===== src/msa_pkg.sv =====
// package for the moment sum accumulator
// types and constants shared by all modules, and the controller states
package msa_pkg;

  localparam int unsigned NumQty   = 16;
  localparam int unsigned IdxW     = 4;
  localparam int unsigned ValW     = 12;
  localparam int unsigned CntW     = 5;

  localparam logic [ValW-1:0] MinInit = 12'sd2047;
  localparam logic [ValW-1:0] MaxInit = 12'h800;
  localparam logic [ValW-1:0] OneQ38  = 12'd256;

  localparam logic ReqAdd  = 1'b0;
  localparam logic ReqRead = 1'b1;

  typedef enum logic [2:0] {
    ST_IDLE,
    ST_READ,
    ST_MUL,
    ST_MUL2,
    ST_WRITE,
    ST_OUT
  } msa_state_t;

  typedef struct packed {
    logic load;
    logic read;
    logic mul;
    logic mul2;
    logic write;
  } msa_cmd_t;

  typedef struct packed {
    logic idx_err;
  } msa_stat_t;

  typedef struct packed {
    logic              req_type;
    logic              run_success;
    logic [IdxW-1:0]   quantity_index;
    logic signed [ValW-1:0] sample_value;
    logic              run_last;
  } msa_in_t;

  typedef struct packed {
    logic [IdxW-1:0]        entry_index;
    logic signed [63:0]     sum_first;
    logic [62:0]            sum_second;
    logic signed [63:0]     sum_third;
    logic [62:0]            sum_fourth;
    logic signed [ValW-1:0] least_seen;
    logic signed [ValW-1:0] greatest_seen;
    logic                   only_zero_one;
    logic [31:0]            runs_total;
    logic [31:0]            runs_succeeded;
    logic                   index_error;
  } msa_out_t;

endpackage


===== src/msa_ctrl.sv =====
// controller state machine for the moment sum accumulator
// depends on msa_pkg
module msa_ctrl (
  input  logic               clk,
  input  logic               rst_n,
  input  logic               in_valid,
  output logic               in_ready,
  output logic               out_valid,
  input  logic               out_ready,
  input  msa_pkg::msa_stat_t stat,
  output msa_pkg::msa_cmd_t  cmd
);
  import msa_pkg::*;

  msa_state_t state_r, state_nxt;

  always_ff @(posedge clk) begin
    if (!rst_n) begin
      state_r <= ST_IDLE;
    end else begin
      state_r <= state_nxt;
    end
  end

  always_comb begin
    state_nxt = state_r;
    case (state_r)
      ST_IDLE:  if (in_valid) state_nxt = ST_READ;
      ST_READ:  state_nxt = stat.idx_err ? ST_OUT : ST_MUL;
      ST_MUL:   state_nxt = ST_MUL2;
      ST_MUL2:  state_nxt = ST_WRITE;
      ST_WRITE: state_nxt = ST_OUT;
      ST_OUT: begin
        if (out_ready) begin
          state_nxt = in_valid ? ST_READ : ST_IDLE;
        end
      end
      default:  state_nxt = ST_IDLE;
    endcase
  end

  always_comb begin
    in_ready  = 1'b0;
    out_valid = 1'b0;
    cmd       = '0;
    case (state_r)
      ST_IDLE: begin
        in_ready = 1'b1;
        cmd.load = in_valid;
      end
      ST_READ:  cmd.read  = 1'b1;
      ST_MUL:   cmd.mul   = 1'b1;
      ST_MUL2:  cmd.mul2  = 1'b1;
      ST_WRITE: cmd.write = 1'b1;
      ST_OUT: begin
        out_valid = 1'b1;
        in_ready  = out_ready;
        cmd.load  = out_ready & in_valid;
      end
      default: ;
    endcase
  end

endmodule


===== config.mk =====
export PLATFORM = sky130hd
export DESIGN_NAME = msa_ctrl
export DESIGN_NICKNAME = d
export VERILOG_FILES = /design/src/msa_pkg.sv /design/src/msa_ctrl.sv
export SDC_FILE = /design/constraint.sdc
export NUM_CORES = 1
export LEC_CHECK = 0
export BUFFER_PORTS_ARGS = -buffer_cell sky130_fd_sc_hd__clkbuf_2
export CORE_AREA = 8 8 45 47
export DETAILED_ROUTE_END_ITERATION = 7
export DIE_AREA = 0 0 53 55
export HOLD_SLACK_MARGIN = 0.1
export PLACE_DENSITY_LB_ADDON = 0.25
export SYNTH_ARGS = -nofsm -noshare
export SYNTH_HDL_FRONTEND = slang
export SYNTH_SLANG_ARGS = --single-unit

===== constraint.sdc =====
create_clock -name clk -period 1.19 [get_ports clk]
set_input_delay 0.1785 -clock clk [delete_from_list [all_inputs] [get_ports clk]]
set_output_delay 0.1785 -clock clk [all_outputs]
set_load 0.01 [all_outputs]

# Yosys cells after proc, flatten, opt, wreduce, memory -nomap -nowiden

Index checks and enable logic that the tools add are counted.

Bits in registers: 3
Bits of input ports: 5
Output and inout bits: 7
Word-level logic and storage cells: 23

Equal/unequal tests: 7
Multiplexer cells: 12
Bitwise operators: 1
Reductions and logical operators: 2

Operator list:

| kind                                                | count |
|---|---|
| case mux 3 bit (6 select lines)                     | 1 |
| 2-to-1 mux 3 bit                                    | 3 |
| equality test 3 x 2 -> 1 bit, second input constant | 2 |
| equality test 3 bit, second input constant          | 2 |
| 2-to-1 mux 1 bit                                    | 6 |
| inequality test 2 bit, second input constant        | 2 |
| case mux 1 bit (2 select lines)                     | 2 |
| equality test 3 x 1 -> 1 bit, second input constant | 1 |
| zero test 3 bit                                     | 1 |
| AND reduction 2 bit                                 | 1 |
| AND 1 bit                                           | 1 |

# Longest topological paths before layout

Depth after elaboration: 3
Mapped depth: 4
Gate-level depth less buffers: 3

# Least setup slack after synthesis

Ideal clock, no wire load.

Path type: register -> output
Start point: reg state_r[0]
End point: out cmd[4] in the netlist's numbering
Arrival: 1.001 ns
Data required time: 1.012 ns
Slack: 0.010 ns
Stages on the path, launching flop included: 5
Cell sequence: dfxtp_1 buf_6 or2_4 a21oi_4 and2_1

RTL lines:

| element                | line           | text |
|---|---|---|
| from (decl)            | msa_ctrl.sv:15 | `msa_state_t state_r, state_nxt;` |
| from (signal assigned) | msa_ctrl.sv:21 | `state_r <= state_nxt;` |
| to (decl)              | msa_ctrl.sv:11 | `output msa_pkg::msa_cmd_t cmd` |

==> run_results.csv <==
group,metric,value,unit
outcome,status,"finished, violations left",
outcome,violations,"setup timing",
setup_path,slowest_delay,0.33,ns
detailed_routing,drc,0,
detailed_routing,vias,271,
grt,first_global_vias,259,
grt,grt_first_pass_wirelength,1.076,mm
grt,grt_usage,5.301,%
clock_tree,cts_inserted_buffers,3,
detailed_routing,detail_route.wl_per_cell,10.15,µm
power_and_ir_drop,p_leak,0.1852,nW
setup_path,worstSetupStartpointType,"register",
layout,multi_input_area,145.1,µm²
setup_path,crit_cells,4,
setup_path,slowest_stage,"dfxtp_2",
grt,grt_max_degree,7,
sta,setup_tns,-0.6574,ns
setup_path,cp_data_arrival_time,1.17,ns
layout,final_cells,65,
layout,top_register,"state_r",
floorplan,die_height,55,µm
detailed_routing,drtPass1Iterations,3,
floorplan,rows,14,
job,maxCapViolations,0,
sta,final_max_slew_viol_count,0,
sta,fmax,0.7415,GHz
setup_path,crit_buf_inv,2,
placed_design,place_congestion,0.6509,
setup_path,r2r_cells,6,
synth,synth-seq-cells,3,
layout,syn2layout_area_growth,73.84,%
layout,final_cell_mix,"buf_4, buf_2, clkbuf_2, nor2_1",
layout,largest_register_ffs,3,
setup_path,critPathTopFamily,"simple AND/OR/NAND/NOR gates",
layout,antennaDiodeCount,0,
floorplan,core,1384,µm²
power_and_ir_drop,total_power,0.0004899,W
floorplan,dieArea,2915,µm²
grt,antenna_found_initial,0,
detailed_routing,drt_wl_total,660,µm
synth,synth_cells,27,
detailed_routing,drtAntennaViolNets,0,
clock_tree,htreeDepth,1,
sta,setup_viol_count_final,7,
layout,drive_gt1_share,61.22,%
synth,yosysUniqueCellTypes,19,
sta,setup_ws,-0.1586,ns
setup_path,end_kind,"output pin",
floorplan,ioPinCount,12,
worst_hold_path,holdPathStages,2,
clock_tree,root_buffer,"clkbuf_4",
synth,yosysTopAreaCell,"dfxtp_1",
layout,ff_latch_area,63.81,µm²
clock_tree,clkLatencyLatePin,0.23,ns
placed_design,port_buffers,11,
placed_design,place_hpwl,526.8,µm
clock_tree,cts.sinks,3,
clock_tree,clock_path_buffers,2,
sta,finClkSkew,0.0002535,ns
synth,ys_top_cells_by_area,"dfxtp_1, nor2_1, a21oi_4",
detailed_routing,viasPerCell,4.169,
worst_hold_path,min_path_type,"input port to register",
power_and_ir_drop,p_per_area,1310,nW/µm²
synth,yosys_warnings,0,
layout,final_nets,55,
layout,fill_cells,152,
setup_path,critPathRequiredTime,1.01,ns
sta,finalCritPeriodShare,113.3,%
sta,rsz0062_at_grt,"yes",
layout,mostFrequentLayoutCell,"buf_4",
synth,synth_top_area_share,27.91,%
setup_path,crit_path_cell_trace,"buf_4, or2b_1, nor2_1, buf_2",
floorplan,die_x,53,µm
synth,syn_area_per_cell,7.971,µm²
detailed_routing,drt_iter0_markers,6,
grt,overflow,0,
sta,maxSlewHeadroom,85.84,%
setup_path,critical_path.max_fanout,4,
sta,fin_crit,1.349,ns
layout,reg_top3,"state_r x3",
synth,seq_area_frac_synth,27.91,%
clock_tree,cts_tree,"done",
power_and_ir_drop,ir_worst_vdd,0.0004732,V
synth,netlist_area,215.2,µm²
placed_design,dp_cells,57,
clock_tree,path_clk_slew,0.03,ns
setup_path,criticalPathCategory,"register to output pin",
sta,hold_violations,0,
floorplan,initial_core_util,15.55,%
sta,tightest_slew,0.2124,ns
synth,syn_nets,32,
cell families (layout without fill, tap and decap cells):
family | after synthesis | after routing | synth area share, %
simple gates | 14 | 14 | 34.89
compound gates | 7 | 7 | 25.58
flops | 3 | 3 | 27.91
mux | 1 | 1 | 4.651
buf+inv | 2 | 24 | 6.975
metrics by stage:
step / cell area (µm²) / setup slack (ns) / utilization, % / hold slack, ns
2_1_floorplan: 215.2 / 0.01015 / - / 0.2960
3_5_place_dp: 309.0 / 0.01910 / 22.33 / 0.4293
4_1_cts: 364.1 / -0.1921 / 26.31 / 0.1800
3_3_place_gp: 309.0 / 0.03776 / 22.33 / 0.4388
5_1_grt: 374.1 / -0.2260 / 27.03 / 0.2031
6_report: 374.1 / -0.1586 / 27.03 / 0.1873
final timing paths:
path | startpoint | to | slack (ns)
worst max-delay path | state_r[2] | cmd[3] | -0.16
worst min-delay path | rst_n | state_r[2] | 0.19
worst max register to register | state_r[2] | state_r[2] | -0.01
worst min register to register | state_r[0] | state_r[0] | 0.49
timing repair:
item | 4_1_cts | 5_1_grt
setup buffers | 3 | 1
hold buffers | 0 | 0
hold endpoints to repair | 0 | 0
endpoints found under the setup margin | 7 | 7
resized for setup | 4 | 7
pin swaps | 2 | 1
worst reg2reg max path, delay by kind of cell, from the launching register on:
kind / cells / cell delay (ns)
flip-flops: 1 / 0.33
buffers and inverters: 3 / 0.39
AND/OR/NAND/NOR: 2 / 0.33
AO/OA/AOI/OAI: 1 / 0.10
cell usage after synthesis:
cell type  number
o21a_1          1
buf_6           1
nor3b_1         1
inv_1           1
nand2b_1        1
dfxtp_1         3
and3_2          1
o31ai_1         1
mux2i_1         1
a21oi_1         1
nor2_1          6
or2b_1          1
o21ai_0         2
a221oi_1        1
or2_4           1
and2_1          1
a21oi_4         1
nand3_1         1
nand2_1         1
report_power, final:
part	internal [W]	leakage [nW]	switching, W
combinational	0.000104	0.144	0.0000849
clock	0.000125	0.0150	0.0000474
sequential	0.000115	0.0258	0.0000133
total	0.000344	0.185	0.000146
routing by layer:
layer  vias to the layer above  GRT usage [%]  wire [µm]
met2                         9          8.203        305
met3                         0          4.011         95
met5                         -              0          0
li1                        141              -          -
met1                       121          4.711        259
met4                         0          3.879          0
cell type report:
type | instances | share of cell area (%)
clock buffers | 4 | 7.023
inverters | 1 | 1.003
multi-input cells | 22 | 38.80
flip-flops and latches | 3 | 17.06
well taps | 16 | 5.351
repair buffers | 19 | 30.77
Note: power is estimated with default switching activity, not from simulation.
